### config.mk
export PLATFORM = sky130hd
export DESIGN_NAME = firmware_marker_version_scanner_unit
export DESIGN_NICKNAME = d
export VERILOG_FILES = /design/src/rtl/fmvs_pkg.sv /design/src/rtl/fmvs_ram.sv /design/src/rtl/fmvs_job_q.sv /design/src/rtl/fmvs_front.sv /design/src/rtl/fmvs_back.sv /design/src/rtl/firmware_marker_version_scanner_unit.sv
export SDC_FILE = /design/constraint.sdc
export NUM_CORES = 1
export LEC_CHECK = 0
export ABC_AREA = 1
export BUFFER_PORTS_ARGS = -buffer_cell sky130_fd_sc_hd__buf_4
export CELL_PAD_IN_SITES_DETAIL_PLACEMENT = 1
export CELL_PAD_IN_SITES_GLOBAL_PLACEMENT = 1
export CORE_MARGIN = 1.5
export CORE_UTILIZATION = 25
export DETAILED_ROUTE_END_ITERATION = 7
export PLACE_DENSITY_LB_ADDON = 0.1
export SYNTH_ARGS = -nofsm -noshare
export SYNTH_HDL_FRONTEND = slang
export SYNTH_SLANG_ARGS = --single-unit
export TNS_END_PERCENT = 100
### constraint.sdc
create_clock -name i_clk -period 7.8 [get_ports i_clk]
set_input_delay 0.39 -clock i_clk [delete_from_list [all_inputs] [get_ports i_clk]]
set_output_delay 0.39 -clock i_clk [all_outputs]
set_load 0.01 [all_outputs]
### src/rtl/fmvs_pkg.sv
// shared types, constants and helpers of the firmware marker version scanner
package fmvs_pkg;

    localparam int VERSION_MAX_DEF = 32;
    localparam int PREFIX_MAX_DEF  = 16;

    localparam int CFG_IDX_W  = 2;
    localparam int CFG_DATA_W = 64;

    localparam logic [CFG_IDX_W-1:0] CFG_PREFIX_LOW  = 2'd0;
    localparam logic [CFG_IDX_W-1:0] CFG_PREFIX_HIGH = 2'd1;
    localparam logic [CFG_IDX_W-1:0] CFG_PREFIX_LEN  = 2'd2;

    localparam logic OP_FEED    = 1'b0;
    localparam logic OP_RESTART = 1'b1;

    localparam logic [7:0] CH_SEMI  = 8'h3B;
    localparam logic [7:0] CH_DOT   = 8'h2E;
    localparam logic [7:0] CH_DASH  = 8'h2D;
    localparam logic [7:0] CH_UNDER = 8'h5F;
    localparam logic [7:0] CH_PLUS  = 8'h2B;
    localparam logic [7:0] CH_0     = 8'h30;
    localparam logic [7:0] CH_9     = 8'h39;
    localparam logic [7:0] CH_UA    = 8'h41;
    localparam logic [7:0] CH_UZ    = 8'h5A;
    localparam logic [7:0] CH_LA    = 8'h61;
    localparam logic [7:0] CH_LZ    = 8'h7A;

    typedef struct packed {
        logic       operation;
        logic [7:0] data_byte;
    } t_in_req;

    typedef struct packed {
        logic [7:0] version_char;
        logic       version_last;
        logic [5:0] version_length;
    } t_out_req;

    // version character class: alphanumerics and . - _ +
    function automatic logic allowed_char(input logic [7:0] c);
        allowed_char = ((c >= CH_0) && (c <= CH_9)) || ((c >= CH_UA) && (c <= CH_UZ)) ||
                       ((c >= CH_LA) && (c <= CH_LZ)) || (c == CH_DOT) ||
                       (c == CH_DASH) || (c == CH_UNDER) || (c == CH_PLUS);
    endfunction

endpackage

### src/rtl/fmvs_ram.sv
// generic single-write single-read ram with registered read data
module fmvs_ram #(
    parameter int WIDTH = 8,
    parameter int DEPTH = 32,
    localparam int AW = (DEPTH > 1) ? $clog2(DEPTH) : 1
) (
    input  logic             i_clk,
    input  logic             i_we,
    input  logic [AW-1:0]    i_waddr,
    input  logic [WIDTH-1:0] i_wdata,
    input  logic             i_re,
    input  logic [AW-1:0]    i_raddr,
    output logic [WIDTH-1:0] o_rdata
);
    logic [WIDTH-1:0] r_mem [DEPTH];
    logic [WIDTH-1:0] r_rdata;

    always_ff @(posedge i_clk) begin
        if (i_we) begin
            r_mem[i_waddr] <= i_wdata;
        end
        if (i_re) begin
            r_rdata <= r_mem[i_raddr];
        end
    end

    assign o_rdata = r_rdata;
endmodule

### src/rtl/fmvs_job_q.sv
// two-entry queue of readout jobs between scan front and readout back
module fmvs_job_q #(
    parameter int W = 6
) (
    input  logic         i_clk,
    input  logic         i_rst_n,
    input  logic         i_push,
    input  logic [W-1:0] i_data,
    input  logic         i_pop,
    output logic [W-1:0] o_data,
    output logic         o_empty,
    output logic         o_full
);
    logic [W-1:0] r_mem [2];
    logic         r_wp;
    logic         r_rp;
    logic [1:0]   r_cnt;
    logic         do_push;
    logic         do_pop;

    assign do_push = i_push && (r_cnt != 2'd2);
    assign do_pop  = i_pop && (r_cnt != 2'd0);

    always_ff @(posedge i_clk) begin
        if (!i_rst_n) begin
            r_wp  <= 1'b0;
            r_rp  <= 1'b0;
            r_cnt <= 2'd0;
        end else begin
            if (do_push) begin
                r_wp <= ~r_wp;
            end
            if (do_pop) begin
                r_rp <= ~r_rp;
            end
            r_cnt <= r_cnt + 2'(do_push) - 2'(do_pop);
        end
    end

    always_ff @(posedge i_clk) begin
        if (do_push) begin
            r_mem[r_wp] <= i_data;
        end
    end

    assign o_data  = r_mem[r_rp];
    assign o_empty = (r_cnt == 2'd0);
    assign o_full  = (r_cnt == 2'd2);
endmodule

### src/rtl/fmvs_front.sv
// scan front: config registers, marker match, version capture, found detection
module fmvs_front #(
    parameter int VERSION_MAX = fmvs_pkg::VERSION_MAX_DEF,
    parameter int PREFIX_MAX  = fmvs_pkg::PREFIX_MAX_DEF,
    localparam int CW = $clog2(VERSION_MAX + 1),
    localparam int AW = (VERSION_MAX > 1) ? $clog2(VERSION_MAX) : 1
) (
    input  logic                            i_clk,
    input  logic                            i_rst_n,
    input  logic                            i_cfg_we,
    input  logic [fmvs_pkg::CFG_IDX_W-1:0]  i_cfg_index,
    input  logic [fmvs_pkg::CFG_DATA_W-1:0] i_cfg_data,
    input  logic                            i_in_valid,
    output logic                            o_in_stall,
    input  fmvs_pkg::t_in_req               i_in_req,
    input  logic                            i_back_busy,
    input  logic                            i_q_full,
    output logic                            o_job_push,
    output logic [CW-1:0]                   o_job_count,
    output logic                            o_ram_we,
    output logic [AW-1:0]                   o_ram_waddr,
    output logic [7:0]                      o_ram_wdata
);
    logic [63:0]   r_pfx_low;
    logic [63:0]   r_pfx_high;
    logic [4:0]    r_pfx_len;
    logic [4:0]    r_match_cnt;
    logic          r_collecting;
    logic [CW-1:0] r_cap_cnt;
    logic          r_found;

    logic [127:0]  pfx;
    logic [4:0]    eff_len;
    logic [7:0]    c;
    logic [4:0]    mc_base;
    logic          hit;
    logic [4:0]    adv_mc;
    logic          adv_start;
    logic          in_acc;
    logic          is_restart;
    logic          semi_end;
    logic          cap_ok;

    assign pfx = {r_pfx_high, r_pfx_low};
    assign c   = i_in_req.data_byte;

    always_comb begin
        priority if (r_pfx_len == 5'd0) begin
            eff_len = 5'd1;
        end else if (r_pfx_len > 5'(PREFIX_MAX)) begin
            eff_len = 5'(PREFIX_MAX);
        end else begin
            eff_len = r_pfx_len;
        end
    end

    // naive restart matcher; a dropped capture rechecks from zero
    assign mc_base   = r_collecting ? 5'd0 : r_match_cnt;
    assign hit       = (mc_base < eff_len) && (c == pfx[{mc_base[3:0], 3'b000} +: 8]);
    assign adv_mc    = hit ? (mc_base + 5'd1) : ((c == pfx[7:0]) ? 5'd1 : 5'd0);
    assign adv_start = (adv_mc != 5'd0) && (adv_mc == eff_len);

    assign is_restart = (i_in_req.operation == fmvs_pkg::OP_RESTART);
    assign semi_end   = (c == fmvs_pkg::CH_SEMI) && (r_cap_cnt != '0);
    assign cap_ok     = fmvs_pkg::allowed_char(c) && (r_cap_cnt < CW'(VERSION_MAX));

    // a restart waits until the stored version has been read out
    assign o_in_stall = (is_restart && i_back_busy) || i_q_full;
    assign in_acc     = i_in_valid && !o_in_stall;

    assign o_job_push  = in_acc && !is_restart && !r_found && r_collecting && semi_end;
    assign o_job_count = r_cap_cnt;

    assign o_ram_we    = in_acc && !is_restart && !r_found && r_collecting && !semi_end && cap_ok;
    assign o_ram_waddr = r_cap_cnt[AW-1:0];
    assign o_ram_wdata = c;

    always_ff @(posedge i_clk) begin
        if (!i_rst_n) begin
            r_pfx_low  <= '0;
            r_pfx_high <= '0;
            r_pfx_len  <= 5'd1;
        end else if (i_cfg_we) begin
            unique case (i_cfg_index)
                fmvs_pkg::CFG_PREFIX_LOW:  r_pfx_low  <= i_cfg_data;
                fmvs_pkg::CFG_PREFIX_HIGH: r_pfx_high <= i_cfg_data;
                fmvs_pkg::CFG_PREFIX_LEN:  r_pfx_len  <= i_cfg_data[4:0];
                default: ;
            endcase
        end
    end

    always_ff @(posedge i_clk) begin
        if (!i_rst_n) begin
            r_match_cnt  <= 5'd0;
            r_collecting <= 1'b0;
            r_cap_cnt    <= '0;
            r_found      <= 1'b0;
        end else if (in_acc) begin
            priority if (is_restart) begin
                r_match_cnt  <= 5'd0;
                r_collecting <= 1'b0;
                r_cap_cnt    <= '0;
                r_found      <= 1'b0;
            end else if (r_found) begin
                // everything ignored until restart
            end else if (!r_collecting) begin
                r_match_cnt <= adv_mc;
                if (adv_start) begin
                    r_collecting <= 1'b1;
                    r_cap_cnt    <= '0;
                end
            end else if (semi_end) begin
                r_found <= 1'b1;
            end else if (cap_ok) begin
                r_cap_cnt <= r_cap_cnt + CW'(1);
            end else begin
                // drop the capture and recheck as first marker byte
                r_match_cnt  <= adv_mc;
                r_collecting <= adv_start;
                r_cap_cnt    <= '0;
            end
        end
    end
endmodule

### src/rtl/fmvs_back.sv
// readout back: walks the captured version in ram and presents one char per request
module fmvs_back #(
    parameter int VERSION_MAX = fmvs_pkg::VERSION_MAX_DEF,
    localparam int CW = $clog2(VERSION_MAX + 1),
    localparam int AW = (VERSION_MAX > 1) ? $clog2(VERSION_MAX) : 1
) (
    input  logic               i_clk,
    input  logic               i_rst_n,
    input  logic               i_q_empty,
    input  logic [CW-1:0]      i_q_data,
    output logic               o_q_pop,
    output logic               o_ram_re,
    output logic [AW-1:0]      o_ram_raddr,
    input  logic [7:0]         i_ram_rdata,
    output logic               o_out_valid,
    input  logic               i_out_stall,
    output fmvs_pkg::t_out_req o_out_req,
    output logic               o_busy
);
    localparam logic [1:0] S_IDLE  = 2'd0;
    localparam logic [1:0] S_FETCH = 2'd1;
    localparam logic [1:0] S_LOAD  = 2'd2;
    localparam logic [1:0] S_SEND  = 2'd3;

    logic [1:0]         r_state;
    logic [CW-1:0]      r_cnt;
    logic [AW-1:0]      r_idx;
    logic               r_out_valid;
    fmvs_pkg::t_out_req r_out;

    logic               is_last;
    logic [6:0]         len7;

    assign is_last = ((CW'(r_idx) + CW'(1)) == r_cnt);
    assign len7    = 7'(r_cnt);

    assign o_q_pop     = (r_state == S_IDLE) && !i_q_empty;
    assign o_ram_re    = (r_state == S_FETCH);
    assign o_ram_raddr = r_idx;

    always_ff @(posedge i_clk) begin
        if (!i_rst_n) begin
            r_state     <= S_IDLE;
            r_out_valid <= 1'b0;
        end else begin
            unique case (r_state)
                S_IDLE: begin
                    if (!i_q_empty) begin
                        r_state <= S_FETCH;
                    end
                end
                S_FETCH: begin
                    r_state <= S_LOAD;
                end
                S_LOAD: begin
                    r_out_valid <= 1'b1;
                    r_state     <= S_SEND;
                end
                S_SEND: begin
                    if (!i_out_stall) begin
                        r_out_valid <= 1'b0;
                        r_state     <= r_out.version_last ? S_IDLE : S_FETCH;
                    end
                end
            endcase
        end
    end

    always_ff @(posedge i_clk) begin
        if (o_q_pop) begin
            r_cnt <= i_q_data;
            r_idx <= '0;
        end else if ((r_state == S_SEND) && !i_out_stall && !r_out.version_last) begin
            r_idx <= r_idx + AW'(1);
        end
        if (r_state == S_LOAD) begin
            r_out.version_char   <= i_ram_rdata;
            r_out.version_last   <= is_last;
            r_out.version_length <= len7[5:0];
        end
    end

    assign o_out_valid = r_out_valid;
    assign o_out_req   = r_out;
    assign o_busy      = (r_state != S_IDLE);
endmodule

### src/rtl/firmware_marker_version_scanner_unit.sv
// top level of the firmware marker version scanner
// Scans an image byte stream for a marker of 1 to 16 bytes (set by the prefix
// byte and prefix length registers), then captures the version string that
// follows (alphanumerics and . - _ +) up to VERSION_MAX characters; a ';' after
// at least one character marks the version found and queues a readout of the
// whole string as a run of output requests, the last one flagged. A bad
// character or an overflow drops the capture and the byte is rechecked as the
// first marker byte. Once found, data bytes are taken and ignored until a
// restart request. Rate: the scan front takes one input request every cycle;
// only a restart stalls, and it waits until the readout of the stored version
// has finished. The readout back takes the job from the queue, then for each
// character fetches it from ram, loads it into the output register and
// presents it, holding while the output side stalls. The capture ram
// needs no clearing pass after reset: only written entries are ever read.
module firmware_marker_version_scanner_unit #(
    parameter int VERSION_MAX = fmvs_pkg::VERSION_MAX_DEF,
    parameter int PREFIX_MAX  = fmvs_pkg::PREFIX_MAX_DEF
) (
    input  logic                            i_clk,
    input  logic                            i_rst_n,
    // configuration write port
    input  logic                            i_cfg_we,
    input  logic [fmvs_pkg::CFG_IDX_W-1:0]  i_cfg_index,
    input  logic [fmvs_pkg::CFG_DATA_W-1:0] i_cfg_data,
    // input request channel
    input  logic                            i_in_valid,
    output logic                            o_in_stall,
    input  fmvs_pkg::t_in_req               i_in_req,
    // output request channel
    output logic                            o_out_valid,
    input  logic                            i_out_stall,
    output fmvs_pkg::t_out_req              o_out_req
);
    localparam int CW = $clog2(VERSION_MAX + 1);
    localparam int AW = (VERSION_MAX > 1) ? $clog2(VERSION_MAX) : 1;

    // front to queue
    logic          job_push;
    logic [CW-1:0] job_count;
    // queue to back
    logic          q_pop;
    logic [CW-1:0] q_data;
    logic          q_empty;
    logic          q_full;
    // capture ram
    logic          ram_we;
    logic [AW-1:0] ram_waddr;
    logic [7:0]    ram_wdata;
    logic          ram_re;
    logic [AW-1:0] ram_raddr;
    logic [7:0]    ram_rdata;
    // readout still pending anywhere in the back half
    logic          back_active;
    logic          back_busy;

    assign back_busy = back_active || !q_empty;

    fmvs_front #(
        .VERSION_MAX (VERSION_MAX),
        .PREFIX_MAX  (PREFIX_MAX)
    ) u_front (
        .i_clk       (i_clk),
        .i_rst_n     (i_rst_n),
        .i_cfg_we    (i_cfg_we),
        .i_cfg_index (i_cfg_index),
        .i_cfg_data  (i_cfg_data),
        .i_in_valid  (i_in_valid),
        .o_in_stall  (o_in_stall),
        .i_in_req    (i_in_req),
        .i_back_busy (back_busy),
        .i_q_full    (q_full),
        .o_job_push  (job_push),
        .o_job_count (job_count),
        .o_ram_we    (ram_we),
        .o_ram_waddr (ram_waddr),
        .o_ram_wdata (ram_wdata)
    );

    // captured version characters
    fmvs_ram #(
        .WIDTH (8),
        .DEPTH (VERSION_MAX)
    ) u_cap_ram (
        .i_clk   (i_clk),
        .i_we    (ram_we),
        .i_waddr (ram_waddr),
        .i_wdata (ram_wdata),
        .i_re    (ram_re),
        .i_raddr (ram_raddr),
        .o_rdata (ram_rdata)
    );

    // readout jobs: the version length to stream out
    fmvs_job_q #(
        .W (CW)
    ) u_job_q (
        .i_clk   (i_clk),
        .i_rst_n (i_rst_n),
        .i_push  (job_push),
        .i_data  (job_count),
        .i_pop   (q_pop),
        .o_data  (q_data),
        .o_empty (q_empty),
        .o_full  (q_full)
    );

    fmvs_back #(
        .VERSION_MAX (VERSION_MAX)
    ) u_back (
        .i_clk       (i_clk),
        .i_rst_n     (i_rst_n),
        .i_q_empty   (q_empty),
        .i_q_data    (q_data),
        .o_q_pop     (q_pop),
        .o_ram_re    (ram_re),
        .o_ram_raddr (ram_raddr),
        .i_ram_rdata (ram_rdata),
        .o_out_valid (o_out_valid),
        .i_out_stall (i_out_stall),
        .o_out_req   (o_out_req),
        .o_busy      (back_active)
    );
endmodule

Yosys cells after proc, flatten, opt, wreduce, memory -nomap -nowiden
Memory sizes are Yosys's and may differ from the RTL's. A register that Yosys moved wholly into a read port is not among the register bits. Cells that the tools add are included.

Muxes and demuxes: 36. Reduce and logical (&&, ||, !) cells: 53. $add $sub $neg: 6. Bitwise operators: 2. Shift-type cells: 1. Eq/ne operators: 21. Order comparisons: 9.

Operator list (count): indexed part select 128 x 8 -> 8 bit (1); 2-to-1 mux 5 bit (9); 2-to-1 mux 6 bit (6); == test 8 x 6 -> 1 bit, second input constant (4); logical AND 1 bit (20); 2-to-1 mux 1 bit (17); == test 8 bit (2); >= comparator 8 x 7 -> 1 bit, second input constant (2); <= comparator 8 x 7 -> 1 bit, second input constant (2); AND reduction 2 bit (6); adder 5 x 1 -> 5 bit, second input constant (2); == test 2 bit, second input constant (4); == test 8 x 7 -> 1 bit, second input constant (1); >= comparator 8 x 6 -> 1 bit, second input constant (1); <= comparator 8 x 6 -> 1 bit, second input constant (1); logical OR 1 bit (8); != test 2 bit, second input constant (4); one-hot mux 2 bit (4 select lines) (1); AND reduction 4 bit (2); zero test 1 bit (7); adder 5 x 1 -> 6 bit, second input constant (1); adder 6 x 1 -> 6 bit, second input constant (1); == test 6 bit (1); zero test 2 bit (3); 16 further kinds (22).

Bits in writable memories: 268. Memories kept: 2. Register bits after elaboration: 173. Bits of input ports: 80.

Memories: u_cap_ram.r_mem (words 32, bits a word 8, rd ports 1, clocked after memory_dff 1, wr ports 1, line fmvs_ram.sv:15) `logic [WIDTH-1:0] r_mem [DEPTH];`; u_job_q.r_mem (words 2, bits a word 6, rd ports 1, clocked after memory_dff 1, wr ports 1, line fmvs_job_q.sv:14) `logic [W-1:0] r_mem [2];`.

Longest topological paths before layout
Gate-level depths: netlist of the first run.

Depth in word-level cells: 14. Depth in mapped cells: 25.

Modules after synthesis
From an unflattened synthesis of the first run, not the netlist that was laid out.

Cell total of the unflattened synthesis: 2235. Area total of the unflattened synthesis: 20231.9 µm².

Modules (own cells, without submodules): fmvs_ram (instances 1, sequential area each 7927.6 µm², cells each 922, area an instance 10866.7 µm²); fmvs_front (instances 1, sequential area each 2922.8 µm², cells each 1153, area an instance 7448.4 µm²); fmvs_back (instances 1, sequential area each 790.8 µm², cells each 101, area an instance 1179.9 µm²); fmvs_job_q (instances 1, sequential area each 460.4 µm², cells each 57, area an instance 729.4 µm²); firmware_marker_version_scanner_unit (instances 1, sequential area each 0.0 µm², cells each 2, area an instance 7.5 µm²).

Worst setup path after synthesis of the first run
No wires, ideal clock.

Kind: register -> register. From: register u_back.r_state[0]. To: memory u_cap_ram.r_mem[28][0] (enable). Setup time: 0.370 ns. Stages on the path, launching flop included: 15. Arrival time: 2.093 ns. Clock period less this slack: 2.463 ns. Path slack: 5.337 ns. Cells stage by stage: dfxtp_1 inv_1 ha_1 inv_1 nor3_1 inv_1 nand2_1 nand3_1 nor3_1 inv_1 nor2_1 inv_1 nor2_1 nand2_1 nor2_1.

Cells in the longest elaborated chain, start to end: 13.

RTL lines: start, declared (line fmvs_back.sv:25) `logic [1:0] r_state;`; start signal, assigned (line fmvs_back.sv:62) `r_state <= r_out.version_last ? S_IDLE : S_FETCH;`; nonzero test 2 bit (line fmvs_back.sv:85) `assign o_busy = (r_state != S_IDLE);`; logical OR 1 bit (line firmware_marker_version_scanner_unit.sv:56) `assign back_busy = back_active || !q_empty;`; logical AND 1 bit (line fmvs_front.sv:68) `assign o_in_stall = (is_restart && i_back_busy) || i_q_full;`; logical OR 1 bit (line fmvs_front.sv:68); zero test 1 bit (line fmvs_front.sv:69) `assign in_acc = i_in_valid && !o_in_stall;`; logical AND 1 bit (line fmvs_front.sv:69); logical AND 1 bit (5 in a row) (line fmvs_front.sv:74) `assign o_ram_we = in_acc && !is_restart && !r_found && r_collecting && !semi_end && cap_ok;`; 2-to-1 mux 1 bit (line fmvs_ram.sv:19) `if (i_we) begin`; 2-to-1 mux 1 bit (not written as such) (line fmvs_ram.sv:20) `r_mem[i_waddr] <= i_wdata;`; end, declared (line fmvs_ram.sv:15).

No other way between the ends.

Final worst setup path of the first run
From: register u_front.r_collecting. To: register u_front.r_cap_cnt[5] (netlist: u_front.o_job_count[5]).

Cells in the longest elaborated chain, start to end: 9.

RTL lines: start, declared (line fmvs_front.sv:28) `logic r_collecting;`; start signal, assigned (line fmvs_front.sv:120) `r_collecting <= adv_start;`; 2-to-1 mux 5 bit (line fmvs_front.sv:58) `assign mc_base = r_collecting ? 5'd0 : r_match_cnt;`; indexed part select 128 x 8 -> 8 bit (line fmvs_front.sv:59) `assign hit = (mc_base < eff_len) && (c == pfx[{mc_base[3:0], 3'b000} +: 8]);`; == test 8 bit (line fmvs_front.sv:59); logical AND 1 bit (line fmvs_front.sv:59); 2-to-1 mux 5 bit (line fmvs_front.sv:60) `assign adv_mc = hit ? (mc_base + 5'd1) : ((c == pfx[7:0]) ? 5'd1 : 5'd0);`; == test 5 bit / nonzero test 5 bit (equally long branches) (line fmvs_front.sv:61) `assign adv_start = (adv_mc != 5'd0) && (adv_mc == eff_len);`; logical AND 1 bit (line fmvs_front.sv:61); nonzero test 3 bit (no source line); AND reduction 4 bit (no source line); end signal, assigned (line fmvs_front.sv:116) `r_cap_cnt <= r_cap_cnt + CW'(1);`; end, declared (line fmvs_front.sv:29) `logic [CW-1:0] r_cap_cnt;`.

Several ways; a longest one is shown, not always the timed one. The select of a mux whose other input is x is not followed. A chain may end at the register's enable or synchronous reset.

==> impl_metrics.ini, run 1 <==
[run_status]
status = completed

[placed_design]
placed_area_sq_mm = 0.0211
gp_congestion = 0.769
port_buffers = 96
hpwl_microns = 43900

[cells_and_area]
drive_gt1_share_pct = 10.5
final_nets = 2200
syn_to_final_growth_pct = 20.2
antenna_cells = 0
stdcell_area_sq_mm = 0.0235
fillers = 8832

[setup_path]
critPathTopFamily = simple AND/OR/NAND/NOR gates
rr_worst_depth = 20
crit_type = register to register
r2r-start = u_front.r_collecting
crit_path_end_kind = register
timing.rr.end = u_front.o_job_count[5]
path_cells = inv_2 > nand2_2 > inv_2 > nand3_1 > nand3_1 > nand3_1 > nand3_1 > nand2_1 > nor2_1 > nand2_1 > nor2_2 > nand3_1 > inv_1 > nand2_1 > nand2_1 > nand4_2 > nand2_4 > nand2_4 > nand2_1 > a21oi_1
critPathMaxFanout = 41
start_kind = register
slowest_stage = nand2_2
crit_required_ns = 8.27
worst-path-buf-inv = 3
critPathMaxStageDelay_ns = 0.72
reg2reg_slack_ns = 3.19
crit_arrival_ns = 5.08

[routing]
firstDrtPassIters = 5
antenna_left = 0
drc = 0
via_count = 14900
drt_iter0_drc = 734
wl_per_cell_microns = 21.3
avgViaCountPerCell = 4.66
wirelength_microns = 68100

[timing]
worst_pin_slew_ns = 1.06
final-setup-viol-count = 0
maxSlewHeadroom_pct = 29.1
post-route-period-util_pct = 59.1
fmax_mhz = 217
rsz0062_at_grt = false
skew_ns = 0.0234
setup_tns_ns = 0
drv_slew = 0
layout_min_cycle_time_ns = 4.61
final_hold_viol_count = 0

[pwr]
leakagePower_nw = 8.35
p_per_area_mw_per_mm2 = 304
p_int_w = 0.00482
seq_power_share_pct = 39.9
power_switching_w = 0.00231
swShare_pct = 32.4
p_clk_share_pct = 38.6
combPwrFrac_pct = 21.5
ir_drop_v = 0.000138

[min_path]
whs_endpoint = u_front.r_pfx_low[61]
hold_path.class = input port to register
min_from = i_cfg_data[61]
hold_depth = 3

[synthesis]
netlist_top_cells_count = nor2_1, edfxtp_1, o21ai_0
synth_nets = 2121
syn_avg_cell_area_sq_um = 9.64
async_reset_ff_share_pct = 0
yosys.area.top_type = edfxtp_1
synthCells = 2024
ys.flop_type = edfxtp_1
synth_area_leaders = edfxtp_1, dfxtp_1, o21ai_0, nor2_1, nand3_1
synth_top_area_share_pct = 45.7
yosys_register_bits = 455
synth-edff-count = 297
synth.most_common_cell = nor2_1
yosysSeqAreaShare_pct = 61.9
synth_cell_types = 39
yosysWarnings = 0
syn_area_sq_mm = 0.0195

[grt]
grt_max_degree = 89
overflow = 0
track_usage_pct = 17.1
grt_antenna_before_repair = 0
grt_pass1_wl_microns = 101000
grt_pass1_vias = 15500

[clock_tree]
cts_tree = built
cts.hold.buffers_added = 39
clk_pin_slew_ns = 0.06
htreeDepth = 2
cts_resized = 0
clock_latency_ns = 0.63
cts_buffers = 55
post-cts-setup-buffers = 0
clock-sinks = 455
cts-root-buf = clkbuf_16
clockBufferDepth = 3

[floorplan]
core_area_sq_mm = 0.0773
die_h_microns = 282
start_util_pct = 25.2
die_w_microns = 282
row_count = 102
dieArea_sq_mm = 0.0797
io_pins = 97

[flow_run]
cap_viol_max_count = 0
worst max-delay path by stage:
stage	startpoint	end	cells after the start
floorplan	u_back.r_state[0]	u_cap_ram.r_mem[28][0]	14
global placement	u_front.r_collecting	u_front.o_job_count[0]	22
detailed placement	u_front.r_collecting	u_front.o_job_count[5]	20
CTS	u_front.r_collecting	u_front.o_job_count[5]	22
global route	u_front.r_collecting	u_front.o_job_count[0]	20
finish	u_front.r_collecting	u_front.o_job_count[5]	20
power groups by stage:
stage / Sequential, W / Clock, W / Combinational, W
3_5_place_dp: 0.00290 / 0 / 0.00157
3_3_place_gp: 0.00290 / 0 / 0.00156
5_1_grt: 0.00287 / 0.00293 / 0.00172
2_1_floorplan: 0.00280 / 0 / 0.000928
4_1_cts: 0.00285 / 0.00283 / 0.00159
6_report: 0.00285 / 0.00275 / 0.00153
cell type report:
type / instances / area, sq um / area share (%)
sequential: 455 / 12100 / 51.5
tap: 1040 / 1300 / 5.55
timing repair buffer: 151 / 1230 / 5.25
clock inverter: 36 / 453 / 1.93
multi-input combinational: 1293 / 6330 / 27.0
inverter: 147 / 554 / 2.36
clock buffer: 68 / 1500 / 6.38
layout by cell type (no fill, tap or decap), types with 5 or more instances in the layout:
| cell type | instances |
|---|---|
| edfxtp_1 | 297 |
| dfxtp_1 | 155 |
| nand4_1 | 11 |
| dlygate4sd3_1 | 39 |
| a32oi_1 | 9 |
| nand3_1 | 189 |
| o21ai_0 | 281 |
| a31oi_1 | 8 |
| a21oi_1 | 91 |
| inv_1 | 136 |
| bufinv_16 | 9 |
| nor3_1 | 12 |
| o22ai_1 | 12 |
| xnor2_1 | 7 |
| nand2_1 | 229 |
| buf_4 | 112 |
| nor4_1 | 5 |
| o221ai_1 | 52 |
| nor2_1 | 333 |
| ha_1 | 17 |
| clkinv_1 | 12 |
| clkinv_2 | 9 |
| inv_2 | 7 |
| xor2_1 | 12 |
| clkbuf_16 | 56 |
| clkbuf_1 | 7 |
| clkbuf_8 | 5 |
metrics by stage:
stage / util, % / total power [W] / cells / setup WS [ns] / hold WS (ns)
floorplan: - / 0.00373 / 2024 / 5.34 / 0.400
global route: 30.3 / 0.00751 / 3190 / 2.65 / 0.0157
finish: 30.3 / 0.00713 / 3190 / 3.19 / 0.0292
detailed placement: 27.3 / 0.00447 / 3047 / 3.11 / 0.412
CTS: 30.3 / 0.00728 / 3190 / 3.09 / 0.00177
global placement: 27.3 / 0.00447 / 3047 / 3.25 / 0.413
state kept, by name, indices dropped and copies added, names as in the netlist, 2 cells and up:
name and cells:
u_job_q.r_mem 12, u_front.o_job_count 6, u_back.r_cnt 6, u_front.r_pfx_high 64, u_back.r_state 2, u_cap_ram.r_mem 256
u_front.r_pfx_low 64, u_back.o_out_req 15, u_front.r_pfx_len 5, u_cap_ram.o_rdata 8, u_job_q.r_cnt 2, u_front.r_match_cnt 5
u_back.o_ram_raddr 5
cell families after synthesis:
group                      share of synthesized area [%]
AOI/OAI and AO/OA                                   13.2
and+or+nand+nor                                     17.2
adders and majority gates                           1.09
DFF                                                 61.9
buffers and inverters                               5.76
xor gates and xnor gates                           0.853
worst register-to-register path: stages, from the launching register on:
cell and delay, ns:
dfxtp_1 0.33, inv_2 0.55, nand2_2 0.74, inv_2 0.67, nand3_1 0.20, nand3_1 0.12
nand3_1 0.11, nand3_1 0.09, nand2_1 0.08, nor2_1 0.13, nand2_1 0.09, nor2_2 0.39
nand3_1 0.20, inv_1 0.12, nand2_1 0.06, nand2_1 0.07, nand4_2 0.15, nand2_4 0.15
nand2_4 0.08, nand2_1 0.10, a21oi_1 0.06
per-layer routing:
metal	track usage, %	vias to the layer above	routed length, microns
li1	-	7206	-
met4	5.40	0	2020
met5	0	-	0
met3	2.46	97	2110
met2	29.6	226	33400
met1	21.8	7325	30600
(Power assumes the default switching activity.)
==> run 2: changes to the inputs <==
ABC_AREA = 0   (was 1)
clock period = 4 ns   (was 7.8 ns; I/O delays follow)
==> run 2 against run 1 <==
  * Cell area rose by 1.2%
  * Highest routed layer is now met5
  * Clock skew grew 0.0072 ns
  * Setup slack worse by 2.7 ns
  * Via count decreased by 17%
  * Critical endpoint is now u_front.o_job_count[3]
  * Maximum frequency up 30%
==> impl_metrics.ini, run 2 <==
[run_status]
status = completed

[placed_design]
dp_cells = 2555
port_buffers = 96
placed_area_sq_mm = 0.0214
hpwl_microns = 41300
gp_congestion = 0.782

[synthesis]
async_reset_ff_share_pct = 0
synth_nets = 1552
synth.most_common_cell = edfxtp_1
syn_area_sq_mm = 0.0192
yosys.area.top_type = edfxtp_1
netlist_top_cells_count = edfxtp_1, nand2_1, dfxtp_1
yosysSeqAreaShare_pct = 62.9
synth_area_leaders = edfxtp_1, dfxtp_1, mux4_2, nand2_1, a21boi_0
synth_top_area_share_pct = 46.4
synthCells = 1455
syn_avg_cell_area_sq_um = 13.2
yosys_register_bits = 455
synth_cell_types = 70
ys.flop_type = edfxtp_1
yosysWarnings = 0
synth-edff-count = 297

[floorplan]
core_area_sq_mm = 0.0759
dieArea_sq_mm = 0.0785
die_h_microns = 280
row_count = 101
start_util_pct = 25.3
io_pins = 97
die_w_microns = 280

[timing]
drv_slew = 0
skew_ns = 0.0306
maxSlewHeadroom_pct = 38.6
fmax_mhz = 283
final-setup-viol-count = 0
final_hold_viol_count = 0
layout_min_cycle_time_ns = 3.54
hold_ws_ns = 0.0626
worst_pin_slew_ns = 0.920
rsz0062_at_grt = false
post-route-period-util_pct = 88.5
setup_tns_ns = 0

[cells_and_area]
fin_cells = 2710
fillers = 8146
antenna_cells = 0
top_register = u_cap_ram.r_mem
final_nets = 1742
largest_register_ffs = 256
final_cell_mix = edfxtp_1, nand2_1, buf_4
mostFrequentLayoutCell = edfxtp_1
drive_gt1_share_pct = 22.1
stdcell_area_sq_mm = 0.0237
syn_to_final_growth_pct = 23.6
reg_top3 = u_cap_ram.r_mem (256), u_front.r_pfx_high (64), u_front.r_pfx_low (64)

[setup_path]
timing.rr.end = u_front.o_job_count[3]
critPathMaxStageDelay_ns = 0.73
crit_path_end_kind = register
rr_worst_depth = 10
start_kind = register
crit_required_ns = 4.52
r2r-start = u_front.r_collecting
reg2reg_slack_ns = 0.46
critPathMaxFanout = 16
cp.depth = 10
path_cells = buf_4 > nand2b_1 > o211ai_1 > a2111oi_0 > o32ai_1 > a211oi_1 > nand4_1 > o21a_1 > a2111o_1 > a311oi_2
crit_arrival_ns = 4.05
crit_start = u_front.r_collecting
worst-path-buf-inv = 1
slowest_stage = a2111oi_0
crit_type = register to register
setup.worst_path.end = u_front.o_job_count[3]
critPathTopFamily = compound AO/OA/AOI/OAI gates

[pwr]
combPwrFrac_pct = 6.3
power_switching_w = 0.00243
p_clk_share_pct = 44.8
ir_drop_v = 0.000284
p_per_area_mw_per_mm2 = 443
seq_power_share_pct = 48.9
p_int_w = 0.00807
swShare_pct = 23.1
leakagePower_nw = 7.81

[clock_tree]
clk_pin_slew_ns = 0.06
cts_resized = 0
post-cts-setup-buffers = 0
cts_tree = built
cts-root-buf = clkbuf_16
clockBufferDepth = 3
cts_buffers = 52
cts.hold.buffers_added = 66
clock-sinks = 455
clock_latency_ns = 0.63
htreeDepth = 2

[routing]
antenna_left = 0
wirelength_microns = 60900
avgViaCountPerCell = 4.53
firstDrtPassIters = 4
drc = 0
wl_per_cell_microns = 22.5
via_count = 12300
drt_iter0_drc = 600

[grt]
grt_pass1_vias = 13100
overflow = 0
grt_antenna_before_repair = 4
grt_pass1_wl_microns = 90600
grt_max_degree = 65
track_usage_pct = 15.7

[flow_run]
cap_viol_max_count = 0

[min_path]
hold_path.class = input port to register
[run 2: cell types whose count changed in the layout (fill, tap and decap cells not counted), sizes merged, moves of 54 or more]
cell    before  now
buf        112  166
nor2       337   58
mux4         0   89
a21boi       0   82
o21ai      281   33
nand3      191   11
inv        147   22
[run 2: area by class of cell]
type                       instances  area, sq um  area share (%)
clock inverter                    26          293            1.23
tap                             1030         1290            5.43
timing repair buffer             232         1960            8.24
sequential                       455        12100            50.9
multi-input combinational        884         6660            28.1
clock buffer                      63         1370            5.78
inverter                          20         75.1           0.316
[run 2: power by group through the flow]
stage,clock [W],sequential (W),combinational (W)
after floorplan,0,0.00520,0.000340
after global placement,0,0.00524,0.000625
after detailed placement,0,0.00524,0.000632
after CTS,0.00486,0.00514,0.000688
after global routing,0.00504,0.00514,0.000732
final,0.00471,0.00514,0.000663
[run 2: logic make-up after synthesis]
| kind of cell | after synthesis | synth area share, % |
|---|---|---|
| xor+xnor | 33 | 1.50 |
| buf+inv | 116 | 2.46 |
| mux | 138 | 13.1 |
| compound gates | 249 | 8.75 |
| flops | 455 | 62.9 |
| fa+ha+maj | 17 | 1.11 |
| simple gates | 447 | 10.2 |
[run 2: metrics by stage]
stage | worst slack, ns | utilization (%) | total power [W]
2_1_floorplan | 0.945 | - | 0.00554
3_3_place_gp | 0.524 | 28.2 | 0.00586
3_5_place_dp | 0.501 | 28.2 | 0.00587
4_1_cts | 0.480 | 31.3 | 0.0107
5_1_grt | 0.285 | 31.3 | 0.0109
6_report | 0.461 | 31.3 | 0.0105
[run 2: how the worst min path moves through the flow]
stage / start / to / slack, ns / cells after the start
floorplan: i_in_req[0] / u_cap_ram.r_mem[0][0] / 0.30 / 0
finish: i_rst_n / u_front.r_pfx_len[0] / 0.06 / 2
CTS: i_rst_n / u_front.r_pfx_len[0] / 0.05 / 2
detailed placement: u_cap_ram.o_rdata[4] / u_back.o_out_req[11] / 0.41 / 0
global placement: u_cap_ram.o_rdata[0] / u_back.o_out_req[7] / 0.41 / 0
global route: i_in_req[6] / u_cap_ram.r_mem[20][6] / 0.08 / 1
[run 2: layer usage]
metal	up-vias	global-route usage [%]	share of wire (%)
met2	200	24.9	46
met4	2	4.86	2.8
met3	95	2.48	3.5
met1	6248	22.0	47
met5	-	0	0.021
li1	5740	-	-
